### src/sv/windowed_moving_average_macros.svh
// ----------------------------------------------------------------------------
// Assertion macros for the windowed moving average
// Shared property shapes, each clocked on the rising edge and disabled in reset.
// ----------------------------------------------------------------------------
`ifndef WINDOWED_MOVING_AVERAGE_MACROS_SVH
`define WINDOWED_MOVING_AVERAGE_MACROS_SVH

// Condition holds at every clock edge outside reset.
`define WMA_ASSERT_ALWAYS(label, clk, rst, cond, msg) \
   label: assert property (@(posedge clk) disable iff (rst) (cond)) else $error(msg);

// Consequent holds in the same cycle as the antecedent.
`define WMA_ASSERT_SAME(label, clk, rst, ante, cons, msg) \
   label: assert property (@(posedge clk) disable iff (rst) (ante) |-> (cons)) \
      else $error(msg);

// Consequent holds in the cycle after the antecedent.
`define WMA_ASSERT_NEXT(label, clk, rst, ante, cons, msg) \
   label: assert property (@(posedge clk) disable iff (rst) (ante) |=> (cons)) \
      else $error(msg);

`endif

### src/sv/wma_pkg.sv
// ----------------------------------------------------------------------------
// Windowed moving average package
// Shared constants, register addresses and types of the averaging block.
// ----------------------------------------------------------------------------
`timescale 1ns / 1ps
`default_nettype none

package wma_pkg;

   // Default sizes of the design.
   localparam int WINDOW_MAX_DEF  = 64;
   localparam int SAMPLE_BITS_DEF = 16;

   // Fixed widths of the configuration registers and the sample counter.
   localparam int WIN_REG_W   = 7;
   localparam int CNT_W       = 16;
   localparam int CSR_ADDR_W  = 3;
   localparam int CSR_DATA_W  = 32;

   // Depth of the queue between the front and the back.
   localparam int QUEUE_DEPTH = 2;

   // Register byte addresses.
   localparam logic [CSR_ADDR_W-1:0] ADDR_WINDOW_SIZE = 3'd0;
   localparam logic [CSR_ADDR_W-1:0] ADDR_SEND_COUNT  = 3'd4;

   // Register reset values.
   localparam logic [WIN_REG_W-1:0] WINDOW_SIZE_RESET = 7'd8;
   localparam logic [CNT_W-1:0]     SEND_COUNT_RESET  = 16'd10;

   // Queue status seen by both of its neighbors.
   typedef struct packed {
      logic full;
      logic empty;
   } queue_status_type;

   // Sequencer of the back part.
   typedef enum logic [1:0] {
      BK_IDLE,
      BK_READ,
      BK_DIV
   } back_state_type;

endpackage

`default_nettype wire

### src/sv/wma_front.sv
// ----------------------------------------------------------------------------
// Windowed moving average front
// Accepts request words, runs the saturating sample counter and queues each
// sample together with its report-due flag.
// ----------------------------------------------------------------------------
`timescale 1ns / 1ps
`default_nettype none

module wma_front #(
   parameter int SAMPLE_BITS = wma_pkg::SAMPLE_BITS_DEF,
   localparam int REQ_DATA_W = ((SAMPLE_BITS + 7) / 8) * 8
) (
   input  wire                           clock,
   input  wire                           reset,
   input  wire                           req_tvalid,
   output logic                          req_tready,
   input  wire  [REQ_DATA_W-1:0]         req_tdata,   // [SAMPLE_BITS-1:0] sample
   input  wire                           req_tuser,   // [0] restart_count
   input  wire  [wma_pkg::CNT_W-1:0]     send_count_i,
   input  wma_pkg::queue_status_type     q_status_i,
   output logic                          push_o,
   output logic [SAMPLE_BITS:0]          push_data_o
);

   import wma_pkg::*;

   localparam logic [CNT_W-1:0] CNT_TOP = '1;

   logic [CNT_W-1:0] cnt_ff;
   logic [CNT_W-1:0] cnt_in;
   logic [CNT_W-1:0] cnt_base;
   logic [CNT_W-1:0] cnt_next;
   logic             accept;
   logic             send_due;

   // A word is taken whenever the queue has room and reset is released.
   assign req_tready = !q_status_i.full && !reset;
   assign accept     = req_tvalid && req_tready;

   // Optional restart, then a saturating increment and the due compare.
   always_comb begin
      cnt_base = req_tuser ? '0 : cnt_ff;
      cnt_next = (cnt_base == CNT_TOP) ? cnt_base : cnt_base + CNT_W'(1);
      send_due = (cnt_next >= send_count_i);
      cnt_in   = accept ? cnt_next : cnt_ff;
   end

   always_ff @(posedge clock) begin
      if (reset) begin
         cnt_ff <= '0;
      end else begin
         cnt_ff <= cnt_in;
      end
   end

   // Queue entry: sample above the due flag.
   assign push_o      = accept;
   assign push_data_o = {req_tdata[SAMPLE_BITS-1:0], send_due};

endmodule

`default_nettype wire

### src/sv/wma_fifo.sv
// ----------------------------------------------------------------------------
// Windowed moving average queue
// Short first-in first-out buffer that decouples the front from the back.
// ----------------------------------------------------------------------------
`timescale 1ns / 1ps
`default_nettype none

`include "windowed_moving_average_macros.svh"

module wma_fifo #(
   parameter int WIDTH = 17,
   parameter int DEPTH = wma_pkg::QUEUE_DEPTH
) (
   input  wire                        clock,
   input  wire                        reset,
   input  wire                        push_i,
   input  wire  [WIDTH-1:0]           push_data_i,
   input  wire                        pop_i,
   output logic [WIDTH-1:0]           pop_data_o,
   output wma_pkg::queue_status_type  status_o
);

   import wma_pkg::*;

   localparam int PTR_W = $clog2(DEPTH);
   localparam int CNT_W = $clog2(DEPTH + 1);

   logic [WIDTH-1:0] store_ff [DEPTH];
   logic [PTR_W-1:0] wr_ptr_ff;
   logic [PTR_W-1:0] wr_ptr_in;
   logic [PTR_W-1:0] rd_ptr_ff;
   logic [PTR_W-1:0] rd_ptr_in;
   logic [CNT_W-1:0] count_ff;
   logic [CNT_W-1:0] count_in;

   // Pointer wrap and occupancy.
   always_comb begin
      wr_ptr_in = wr_ptr_ff;
      rd_ptr_in = rd_ptr_ff;
      count_in  = count_ff;
      if (push_i) begin
         wr_ptr_in = (wr_ptr_ff == PTR_W'(DEPTH - 1)) ? '0 : wr_ptr_ff + PTR_W'(1);
      end
      if (pop_i) begin
         rd_ptr_in = (rd_ptr_ff == PTR_W'(DEPTH - 1)) ? '0 : rd_ptr_ff + PTR_W'(1);
      end
      if (push_i && !pop_i) begin
         count_in = count_ff + CNT_W'(1);
      end else if (pop_i && !push_i) begin
         count_in = count_ff - CNT_W'(1);
      end
   end

   always_ff @(posedge clock) begin
      if (reset) begin
         wr_ptr_ff <= '0;
         rd_ptr_ff <= '0;
         count_ff  <= '0;
      end else begin
         wr_ptr_ff <= wr_ptr_in;
         rd_ptr_ff <= rd_ptr_in;
         count_ff  <= count_in;
      end
   end

   // Entry storage.
   always_ff @(posedge clock) begin
      if (push_i) begin
         store_ff[wr_ptr_ff] <= push_data_i;
      end
   end

   assign pop_data_o      = store_ff[rd_ptr_ff];
   assign status_o.full   = (count_ff == CNT_W'(DEPTH));
   assign status_o.empty  = (count_ff == '0);

   `WMA_ASSERT_ALWAYS(a_count_bound, clock, reset, count_ff <= CNT_W'(DEPTH), "queue overfilled")
   `WMA_ASSERT_SAME(a_no_push_full, clock, reset, push_i, !status_o.full, "push into full queue")
   `WMA_ASSERT_SAME(a_no_pop_empty, clock, reset, pop_i, !status_o.empty, "pop from empty queue")

endmodule

`default_nettype wire

### src/sv/wma_div.sv
// ----------------------------------------------------------------------------
// Windowed moving average divider
// Restoring divider, one quotient bit per cycle; divides the signed window sum
// by the fill level and truncates toward zero.
// ----------------------------------------------------------------------------
`timescale 1ns / 1ps
`default_nettype none

module wma_div #(
   parameter int SUM_W  = 23,
   parameter int HELD_W = 7,
   parameter int QUO_W  = 16
) (
   input  wire                      clock,
   input  wire                      reset,
   input  wire                      start_i,
   input  wire  signed [SUM_W-1:0]  dividend_i,
   input  wire  [HELD_W-1:0]        divisor_i,
   output logic                     done_o,
   output logic [QUO_W-1:0]         quotient_o
);

   localparam int STEP_W = $clog2(SUM_W + 1);

   logic              busy_ff;
   logic              busy_in;
   logic              done_ff;
   logic              done_in;
   logic [STEP_W-1:0] step_ff;
   logic [STEP_W-1:0] step_in;
   logic [HELD_W-1:0] rem_ff;
   logic [HELD_W-1:0] rem_in;
   logic [SUM_W-1:0]  quo_ff;
   logic [SUM_W-1:0]  quo_in;
   logic              neg_ff;
   logic              neg_in;
   logic [HELD_W-1:0] dsor_ff;
   logic [HELD_W-1:0] dsor_in;
   logic [HELD_W:0]   rem_sh;
   logic              fits;
   logic [HELD_W:0]   rem_sub;
   logic [QUO_W-1:0]  quo_low;

   // One restoring step on the magnitude.
   always_comb begin
      rem_sh  = {rem_ff, quo_ff[SUM_W-1]};
      fits    = (rem_sh >= {1'b0, dsor_ff});
      rem_sub = fits ? (rem_sh - {1'b0, dsor_ff}) : rem_sh;
   end

   // Load on start, iterate while busy.
   always_comb begin
      busy_in = busy_ff;
      done_in = done_ff;
      step_in = step_ff;
      rem_in  = rem_ff;
      quo_in  = quo_ff;
      neg_in  = neg_ff;
      dsor_in = dsor_ff;
      if (start_i) begin
         busy_in = 1'b1;
         done_in = 1'b0;
         step_in = STEP_W'(SUM_W);
         rem_in  = '0;
         neg_in  = dividend_i[SUM_W-1];
         quo_in  = dividend_i[SUM_W-1] ? (~dividend_i + SUM_W'(1)) : dividend_i;
         dsor_in = divisor_i;
      end else if (busy_ff) begin
         rem_in  = rem_sub[HELD_W-1:0];
         quo_in  = {quo_ff[SUM_W-2:0], fits};
         step_in = step_ff - STEP_W'(1);
         if (step_ff == STEP_W'(1)) begin
            busy_in = 1'b0;
            done_in = 1'b1;
         end
      end
   end

   always_ff @(posedge clock) begin
      if (reset) begin
         busy_ff <= 1'b0;
         done_ff <= 1'b0;
         step_ff <= '0;
      end else begin
         busy_ff <= busy_in;
         done_ff <= done_in;
         step_ff <= step_in;
      end
   end

   always_ff @(posedge clock) begin
      rem_ff  <= rem_in;
      quo_ff  <= quo_in;
      neg_ff  <= neg_in;
      dsor_ff <= dsor_in;
   end

   // Restore the sign; the quotient always fits the sample width.
   assign quo_low    = quo_ff[QUO_W-1:0];
   assign quotient_o = neg_ff ? (~quo_low + QUO_W'(1)) : quo_low;
   assign done_o     = done_ff;

endmodule

`default_nettype wire

### src/sv/wma_back.sv
// ----------------------------------------------------------------------------
// Windowed moving average back
// Keeps the sample ring and running sum, divides by the fill level and holds
// the result word until the receiver takes it.
// ----------------------------------------------------------------------------
`timescale 1ns / 1ps
`default_nettype none

`include "windowed_moving_average_macros.svh"

module wma_back #(
   parameter int WINDOW_MAX  = wma_pkg::WINDOW_MAX_DEF,
   parameter int SAMPLE_BITS = wma_pkg::SAMPLE_BITS_DEF,
   localparam int HELD_W     = $clog2(WINDOW_MAX + 1)
) (
   input  wire                            clock,
   input  wire                            reset,
   input  wire  [wma_pkg::WIN_REG_W-1:0]  window_size_i,
   input  wire                            win_clear_i,
   input  wma_pkg::queue_status_type      q_status_i,
   output logic                           pop_o,
   input  wire  [SAMPLE_BITS:0]           pop_data_i,
   output logic                           rsp_tvalid,
   input  wire                            rsp_tready,
   output logic [SAMPLE_BITS-1:0]         average_o,
   output logic [HELD_W-1:0]              held_o,
   output logic                           send_due_o
);

   import wma_pkg::*;

   localparam int IDX_W = $clog2(WINDOW_MAX);
   localparam int SUM_W = SAMPLE_BITS + $clog2(WINDOW_MAX) + 1;
   localparam int CMP_W = (WIN_REG_W > HELD_W) ? WIN_REG_W : HELD_W;

   back_state_type           state_ff;
   back_state_type           state_in;

   logic signed [SUM_W-1:0]  sum_ff;
   logic signed [SUM_W-1:0]  sum_in;
   logic [IDX_W-1:0]         head_ff;
   logic [IDX_W-1:0]         head_in;
   logic [HELD_W-1:0]        fill_ff;
   logic [HELD_W-1:0]        fill_in;

   logic [IDX_W-1:0]         slot_ff;
   logic [IDX_W-1:0]         slot_in;
   logic [SAMPLE_BITS-1:0]   sample_ff;
   logic                     due_ff;

   logic [SAMPLE_BITS-1:0]   ring_mem [WINDOW_MAX];
   logic [SAMPLE_BITS-1:0]   ring_rdata_ff;

   logic                     rsp_valid_ff;
   logic                     rsp_valid_in;
   logic [SAMPLE_BITS-1:0]   avg_ff;
   logic [HELD_W-1:0]        held_ff;
   logic                     rsp_due_ff;

   logic [CMP_W-1:0]         win_ext;
   logic [HELD_W-1:0]        win_eff;
   logic                     full;
   logic [SAMPLE_BITS-1:0]   old_sample;
   logic signed [SUM_W-1:0]  old_ext;
   logic signed [SUM_W-1:0]  new_ext;
   logic signed [SUM_W-1:0]  sum_new;
   logic [HELD_W-1:0]        fill_new;
   logic [HELD_W-1:0]        slot_plus;
   logic [IDX_W-1:0]         head_new;

   logic                     ring_we;
   logic                     div_start;
   logic                     div_done;
   logic [SAMPLE_BITS-1:0]   div_quo;
   logic                     out_free;
   logic                     out_load;

   // Window size as used: zero counts as one, oversize clamps to the ring depth.
   always_comb begin
      win_ext = CMP_W'(window_size_i);
      if (window_size_i == '0) begin
         win_eff = HELD_W'(1);
      end else if (win_ext > CMP_W'(WINDOW_MAX)) begin
         win_eff = HELD_W'(WINDOW_MAX);
      end else begin
         win_eff = HELD_W'(win_ext);
      end
   end

   // Slot to overwrite for a newly popped sample.
   assign slot_in = (HELD_W'(head_ff) >= win_eff) ? '0 : head_ff;

   // Sum and fill update, evaluated while the old ring entry is at hand.
   always_comb begin
      full       = (fill_ff >= win_eff);
      old_sample = full ? ring_rdata_ff : '0;
      old_ext    = {{(SUM_W - SAMPLE_BITS){old_sample[SAMPLE_BITS-1]}}, old_sample};
      new_ext    = {{(SUM_W - SAMPLE_BITS){sample_ff[SAMPLE_BITS-1]}}, sample_ff};
      sum_new    = sum_ff - old_ext + new_ext;
      fill_new   = full ? win_eff : fill_ff + HELD_W'(1);
      slot_plus  = HELD_W'(slot_ff) + HELD_W'(1);
      head_new   = (slot_plus >= win_eff) ? '0 : IDX_W'(slot_plus);
   end

   assign out_free = !rsp_valid_ff || rsp_tready;

   // Next state of the sequencer.
   always_comb begin
      state_in = state_ff;
      case (state_ff)
         BK_IDLE: begin
            if (!q_status_i.empty) begin
               state_in = BK_READ;
            end
         end
         BK_READ: begin
            state_in = BK_DIV;
         end
         BK_DIV: begin
            if (div_done && out_free) begin
               state_in = BK_IDLE;
            end
         end
         default: begin
            state_in = BK_IDLE;
         end
      endcase
   end

   // Sequencer outputs.
   always_comb begin
      pop_o     = 1'b0;
      ring_we   = 1'b0;
      div_start = 1'b0;
      out_load  = 1'b0;
      case (state_ff)
         BK_IDLE: begin
            pop_o = !q_status_i.empty;
         end
         BK_READ: begin
            ring_we   = 1'b1;
            div_start = 1'b1;
         end
         BK_DIV: begin
            out_load = div_done && out_free;
         end
         default: begin
            pop_o = 1'b0;
         end
      endcase
   end

   // Window state: emptied by a window size write, advanced once per sample.
   always_comb begin
      sum_in  = sum_ff;
      head_in = head_ff;
      fill_in = fill_ff;
      if (win_clear_i) begin
         sum_in  = '0;
         head_in = '0;
         fill_in = '0;
      end else if (ring_we) begin
         sum_in  = sum_new;
         head_in = head_new;
         fill_in = fill_new;
      end
   end

   assign rsp_valid_in = out_load ? 1'b1 : (rsp_tready ? 1'b0 : rsp_valid_ff);

   always_ff @(posedge clock) begin
      if (reset) begin
         state_ff     <= BK_IDLE;
         sum_ff       <= '0;
         head_ff      <= '0;
         fill_ff      <= '0;
         rsp_valid_ff <= 1'b0;
      end else begin
         state_ff     <= state_in;
         sum_ff       <= sum_in;
         head_ff      <= head_in;
         fill_ff      <= fill_in;
         rsp_valid_ff <= rsp_valid_in;
      end
   end

   // Item and result payload.
   always_ff @(posedge clock) begin
      if (pop_o) begin
         slot_ff   <= slot_in;
         sample_ff <= pop_data_i[SAMPLE_BITS:1];
         due_ff    <= pop_data_i[0];
      end
      if (out_load) begin
         avg_ff     <= div_quo;
         held_ff    <= fill_ff;
         rsp_due_ff <= due_ff;
      end
   end

   // Sample ring: read the slot on pop, write it in the following cycle.
   always_ff @(posedge clock) begin
      if (ring_we) begin
         ring_mem[slot_ff] <= sample_ff;
      end
      ring_rdata_ff <= ring_mem[slot_in];
   end

   wma_div #(
      .SUM_W  (SUM_W),
      .HELD_W (HELD_W),
      .QUO_W  (SAMPLE_BITS)
   ) u_div (
      .clock      (clock),
      .reset      (reset),
      .start_i    (div_start),
      .dividend_i (sum_new),
      .divisor_i  (fill_new),
      .done_o     (div_done),
      .quotient_o (div_quo)
   );

   assign rsp_tvalid = rsp_valid_ff;
   assign average_o  = avg_ff;
   assign held_o     = held_ff;
   assign send_due_o = rsp_due_ff;

   `WMA_ASSERT_ALWAYS(a_fill_in_window, clock, reset, fill_ff <= win_eff, "fill level above window")
   `WMA_ASSERT_ALWAYS(a_head_in_window, clock, reset, HELD_W'(head_ff) < win_eff, "ring head outside window")
   `WMA_ASSERT_NEXT(a_read_then_div, clock, reset, state_ff == BK_READ, (state_ff == BK_DIV) && !div_done, "divider not started after ring read")

endmodule

`default_nettype wire

### src/sv/windowed_moving_average.sv
// ----------------------------------------------------------------------------
// Windowed moving average
// Running mean of the most recent samples, with a report-due flag paced by a
// saturating sample counter.
// ----------------------------------------------------------------------------
// Usage:
//   The request channel carries one signed sample per word in req_tdata and a
//   counter restart flag in req_tuser. Every request word yields exactly one
//   response word: the truncated mean of the samples in the window and the
//   number held, in rsp_tdata, and the report-due flag in rsp_tuser.
//   In the back part each word is popped from the queue as the oldest ring
//   entry is read; then the sum is updated and the ring written; then the
//   one-bit-per-cycle divider runs; then the response register is loaded.
//   That divider sets the throughput: the back takes its next word from the
//   queue only after the previous result is loaded.
//   A two-entry queue lets the front keep taking words while the back works;
//   req_tready drops only when the queue is full or reset is asserted.
//   A stalled receiver holds the response register; the back then waits with
//   its next result in the divider, and the queue fills behind it.
//   Reset empties the window, clears the sample counter and the queue, and
//   loads window_size = 8 and send_count = 10. Writing window_size empties the
//   window; write the registers only while no word is in flight.
// ----------------------------------------------------------------------------
`timescale 1ns / 1ps
`default_nettype none

module windowed_moving_average #(
   parameter int WINDOW_MAX  = wma_pkg::WINDOW_MAX_DEF,
   parameter int SAMPLE_BITS = wma_pkg::SAMPLE_BITS_DEF,
   localparam int HELD_W     = $clog2(WINDOW_MAX + 1),
   localparam int REQ_DATA_W = ((SAMPLE_BITS + 7) / 8) * 8,
   localparam int RSP_DATA_W = ((SAMPLE_BITS + HELD_W + 7) / 8) * 8
) (
   input  wire                               clock,
   input  wire                               reset,
   // Request channel.
   input  wire                               req_tvalid,
   output logic                              req_tready,
   input  wire  [REQ_DATA_W-1:0]             req_tdata,   // [SAMPLE_BITS-1:0] sample
   input  wire                               req_tuser,   // [0] restart_count
   // Response channel.
   output logic                              rsp_tvalid,
   input  wire                               rsp_tready,
   output logic [RSP_DATA_W-1:0]             rsp_tdata,   // average, then samples_held
   output logic                              rsp_tuser,   // [0] send_due
   // Register port.
   input  wire                               csr_psel,
   input  wire                               csr_penable,
   input  wire                               csr_pwrite,
   input  wire  [wma_pkg::CSR_ADDR_W-1:0]    csr_paddr,
   input  wire  [wma_pkg::CSR_DATA_W-1:0]    csr_pwdata,
   output logic [wma_pkg::CSR_DATA_W-1:0]    csr_prdata,
   output logic                              csr_pready
);

   import wma_pkg::*;

   logic [WIN_REG_W-1:0]    window_size_ff;
   logic [WIN_REG_W-1:0]    window_size_in;
   logic [CNT_W-1:0]        send_count_ff;
   logic [CNT_W-1:0]        send_count_in;
   logic                    csr_write;
   logic                    win_clear;

   queue_status_type        q_status;
   logic                    push;
   logic [SAMPLE_BITS:0]    push_data;
   logic                    pop;
   logic [SAMPLE_BITS:0]    pop_data;

   logic [SAMPLE_BITS-1:0]  average;
   logic [HELD_W-1:0]       samples_held;
   logic                    send_due;

   // Register writes complete in the access cycle.
   assign csr_pready = 1'b1;
   assign csr_write  = csr_psel && csr_penable && csr_pwrite && csr_pready;
   assign win_clear  = csr_write && (csr_paddr == ADDR_WINDOW_SIZE);

   always_comb begin
      window_size_in = window_size_ff;
      send_count_in  = send_count_ff;
      if (csr_write) begin
         case (csr_paddr)
            ADDR_WINDOW_SIZE: window_size_in = csr_pwdata[WIN_REG_W-1:0];
            ADDR_SEND_COUNT:  send_count_in  = csr_pwdata[CNT_W-1:0];
            default:          window_size_in = window_size_ff;
         endcase
      end
   end

   always_ff @(posedge clock) begin
      if (reset) begin
         window_size_ff <= WINDOW_SIZE_RESET;
         send_count_ff  <= SEND_COUNT_RESET;
      end else begin
         window_size_ff <= window_size_in;
         send_count_ff  <= send_count_in;
      end
   end

   // Register read back.
   always_comb begin
      case (csr_paddr)
         ADDR_WINDOW_SIZE: csr_prdata = CSR_DATA_W'(window_size_ff);
         ADDR_SEND_COUNT:  csr_prdata = CSR_DATA_W'(send_count_ff);
         default:          csr_prdata = '0;
      endcase
   end

   wma_front #(
      .SAMPLE_BITS (SAMPLE_BITS)
   ) u_front (
      .clock        (clock),
      .reset        (reset),
      .req_tvalid   (req_tvalid),
      .req_tready   (req_tready),
      .req_tdata    (req_tdata),
      .req_tuser    (req_tuser),
      .send_count_i (send_count_ff),
      .q_status_i   (q_status),
      .push_o       (push),
      .push_data_o  (push_data)
   );

   wma_fifo #(
      .WIDTH (SAMPLE_BITS + 1),
      .DEPTH (QUEUE_DEPTH)
   ) u_fifo (
      .clock       (clock),
      .reset       (reset),
      .push_i      (push),
      .push_data_i (push_data),
      .pop_i       (pop),
      .pop_data_o  (pop_data),
      .status_o    (q_status)
   );

   wma_back #(
      .WINDOW_MAX  (WINDOW_MAX),
      .SAMPLE_BITS (SAMPLE_BITS)
   ) u_back (
      .clock         (clock),
      .reset         (reset),
      .window_size_i (window_size_ff),
      .win_clear_i   (win_clear),
      .q_status_i    (q_status),
      .pop_o         (pop),
      .pop_data_i    (pop_data),
      .rsp_tvalid    (rsp_tvalid),
      .rsp_tready    (rsp_tready),
      .average_o     (average),
      .held_o        (samples_held),
      .send_due_o    (send_due)
   );

   // Response word: average in the low bits, samples held above, zero filled.
   assign rsp_tdata = RSP_DATA_W'({samples_held, average});
   assign rsp_tuser = send_due;

endmodule

`default_nettype wire

### config.mk
export PLATFORM = sky130hd
export DESIGN_NAME = windowed_moving_average
export DESIGN_NICKNAME = d
export VERILOG_FILES = /design/src/sv/wma_pkg.sv /design/src/sv/wma_front.sv /design/src/sv/wma_fifo.sv /design/src/sv/wma_div.sv /design/src/sv/wma_back.sv /design/src/sv/windowed_moving_average.sv
export VERILOG_INCLUDE_DIRS = /design/src /design/src/sv
export SDC_FILE = /design/constraint.sdc
export NUM_CORES = 2
export LEC_CHECK = 0
export ABC_AREA = 1
export BUFFER_PORTS_ARGS = -buffer_cell sky130_fd_sc_hd__buf_2
export CORE_AREA = 2 2 310 312
export CTS_CLUSTER_DIAMETER = 100
export DETAILED_ROUTE_END_ITERATION = 7
export DIE_AREA = 0 0 312 314
export GPL_TIMING_DRIVEN = 0
export PLACE_DENSITY_LB_ADDON = 0.05
export REMOVE_ABC_BUFFERS = 1
export SLEW_MARGIN = 20
export SYNTH_ARGS = -nofsm -noshare
export SYNTH_HDL_FRONTEND = slang
export SYNTH_SLANG_ARGS = --single-unit
### constraint.sdc
create_clock -name clock -period 14.05 [get_ports clock]
set_input_delay 2.1075 -clock clock [delete_from_list [all_inputs] [get_ports clock]]
set_output_delay 2.1075 -clock clock [all_outputs]
set_load 0.01 [all_outputs]
==> out/qor.yml <==
outcome:
  status: "completed"
place:
  port_buffers: 84
  place_congestion: 0.881
  hpwl_um: 96700
  placed_area_mm2: 0.0604
global_route:
  grtUsageTotal_pct: 30.0
  grt_overflow: 0
  grt_max_degree: 88
  antenna_found_initial: 4
  grt_pass1_vias: 37433
  grt_pass1_wl_um: 221000
pwr:
  leakage_nw: 26.6
  power_mw: 14.1
  combPwrFrac_pct: 40.2
  power_density_mw_per_mm2: 217
  p_int_mw: 8.47
  peakVddDrop_uv: 196
  pwr-share-seq_pct: 35.3
  power_switching_mw: 5.59
  p_clk_share_pct: 24.5
  swShare_pct: 39.8
die:
  coreArea_mm2: 0.0944
  std_cell_rows: 113
  die_area_mm2: 0.0980
  start_util_pct: 59.8
  io-pin-count: 119
  die_y_um: 314
  fp.dieW_um: 312
clocking:
  htree_num_levels: 4
  clk_pin_slew_ns: 0.05
  root_buffer: "clkbuf_16"
  clock_sinks: 1248
  clock_path_buffers: 3
  ctsResizeCount: 0
  cts_setup_buffers: 0
  cts_tree: "built"
  cts_buffers: 135
  ctsHoldBuffers: 0
  insertion_delay_ns: 0.76
timing:
  drv_slew: 0
  rsz0062_at_grt: "no"
  min_period_ns: 7.15
  max_freq_ghz: 0.140
  setup_viol: 0
  fin_crit_sh_pct: 50.9
  maxSlewHeadroom_pct: 19.1
  final-hold-violation-count: 0
  worstMarginPinSlew_ns: 1.21
  skew_ns: 0.0307
synth:
  ys_seq_area_share_pct: 64.3
  synthesis.area_mm2: 0.0565
  synth_area_per_cell_um2: 10.0
  synthFlopType: "edfxtp_1"
  ys_warn_count: 0
  synthTopCellsByCount: "nand2_1, edfxtp_1, nand3_1"
  ys_ff_latch: 1248
  synth_edf_count: 1136
  synth_area_leaders: "edfxtp_1, nand2_1, nand3_1"
  synthArstFlopShare_pct: 0
  yosysTopAreaCell: "edfxtp_1"
  synth.most_common_cell: "nand2_1"
  ys_types: 48
  syn_inst: 5641
  synth_top_cell_area_share_pct: 60.4
worst_hold_path:
  hold_start: "u_back.due_ff"
  min_to: "u_back.send_due_o"
  holdCritPathClass: "reg -> reg"
  worst_hold_path.num_cells: 0
worst_setup_path:
  path_cells: "buf_16 > clkinv_4 > buf_16 > buf_16 > ha_1 > nand2_1 > nor2_1 > nand3_2 > nand4_1 > buf_6 > buf_8 > buf_8 > buf_6 > buf_6 > buf_6 > buf_6 > nand2_1 > nand3_1 > nand3_1 > nand3_1 > nand3_1 > nand3_1 > nand2_1"
  r2r_end: "u_back.ring_rdata_ff[8]"
  critPathKind: "reg -> reg"
  cp-start-kind: "register"
  reg2reg_slack_ns: 6.90
  r2r_cells: 23
  cp.required_ns: 14.64
  r2r_start: "u_back.head_ff[0]"
  critPathMaxStageDelay_ns: 0.83
  slowest_stage: "dfxtp_4"
  arrival_ns: 7.74
  critPathMaxFanout: 87
  endpoint_kind: "register"
detailed_routing:
  firstDrtPassIters: 6
  num_vias: 40139
  routed_wl_um: 147000
  ant_nets: 0
  drc: 0
  wl_per_cell_um: 20.6
  drt-vias-per-instance: 5.62
  drt_iter0_markers: 4301
cells_and_area:
  fin_nets: 5927
  syn_to_final_growth_pct: 14.6
  final_area_mm2: 0.0647
  drive_above_1_share_pct: 10.5
job:
  maxCapViolations: 0
==> cells by family (layout without fill, tap and decap cells) <==
kind of cell | count (synthesis) | after routing | synth area share (%)
compound gates | 387 | 387 | 4.10
other cells | 2 | 21 | 0.0133
simple gates | 2888 | 2888 | 21.5
fa+ha+maj | 98 | 98 | 2.48
xor+xnor | 45 | 45 | 0.697
buf+inv | 973 | 1194 | 6.93
flops | 1248 | 1248 | 64.3
==> cell type report <==
type | instances | area (um^2)
sequential | 1248 | 36400
fill | 7108 | 29700
multi-input combinational | 3436 | 16600
clock buffer | 185 | 3770
timing repair buffer | 264 | 3370
inverter | 685 | 2590
tap | 1265 | 1580
clock inverter | 60 | 509
antenna | 3 | 7.51
==> critical path: cells and delay by family (launching register included) <==
kind                       cells  cell delay, ns
adders and majority gates      1            0.34
buffers and inverters         11            2.74
DFF                            1            0.83
and+or+nand+nor               11            2.84
==> power by group through the flow <==
stage / clock network, mW / logic, mW / registers, mW
after CTS: 3.48 / 5.58 / 4.95
after floorplan: 0 / 3.53 / 5.12
after detailed placement: 0 / 5.55 / 5.03
after global routing: 3.63 / 6.31 / 4.98
final: 3.44 / 5.65 / 4.96
after global placement: 0 / 4.89 / 5.52
==> per-stage QoR <==
step | hold WS, ns | cells | setup TNS (ns) | worst slack [ns] | util (%)
3_5_place_dp | 0.457 | 6898 | 0 | 7.07 | 64.0
3_3_place_gp | 0.453 | 6718 | -366.13 | -20.45 | 60.6
5_1_grt | 0.459 | 7146 | 0 | 6.71 | 68.6
6_report | 0.453 | 7146 | 0 | 6.90 | 68.6
2_1_floorplan | 0.400 | 5369 | -52.22 | -3.26 | -
4_1_cts | 0.462 | 7143 | 0 | 7.09 | 68.5
==> routing by layer <==
metal / share of wire [%] / global-route usage (%) / vias to the layer above
li1: - / - / 19043
met1: 41 / 41.2 / 19125
met5: 0.0068 / 0 / -
met4: 3.5 / 11.4 / 2
met3: 8.2 / 5.26 / 331
met2: 47 / 48.2 / 1638
==> registers in the layout, indices dropped and copies added (netlist names), 16 cells and up <==
name	flops
u_back.sample_ff	16
u_back.u_div.quo_ff	23
u_back.sum_ff	23
u_back.average_o	16
u_fifo.store_ff	34
u_back.ring_mem	1024
send_count_ff	16
u_front.cnt_ff	16
u_back.ring_rdata_ff	16
==> layout by cell type (no fill, tap or decap), drive strengths merged, types with 75 or more instances in the layout <==
cell / n
inv: 685
a21oi: 96
ha: 75
clkbuf: 185
o21ai: 171
nor2: 606
dfxtp: 112
buf: 264
edfxtp: 1136
nand2: 1431
nand3: 699
==> worst max path at each step <==
stage,to,slack [ns],depth (start not counted),startpoint
after floorplan,u_back.ring_rdata_ff[0],-3.26,14,u_back.head_ff[0]
after global placement,u_back.ring_rdata_ff[7],-20.45,14,u_back.head_ff[0]
after detailed placement,u_back.ring_rdata_ff[8],7.07,23,u_back.head_ff[0]
after CTS,u_back.ring_rdata_ff[8],7.09,23,u_back.head_ff[0]
after global routing,u_back.ring_rdata_ff[8],6.71,23,u_back.head_ff[0]
final,u_back.ring_rdata_ff[8],6.90,23,u_back.head_ff[0]
Note: power is estimated with default switching activity, not from simulation.
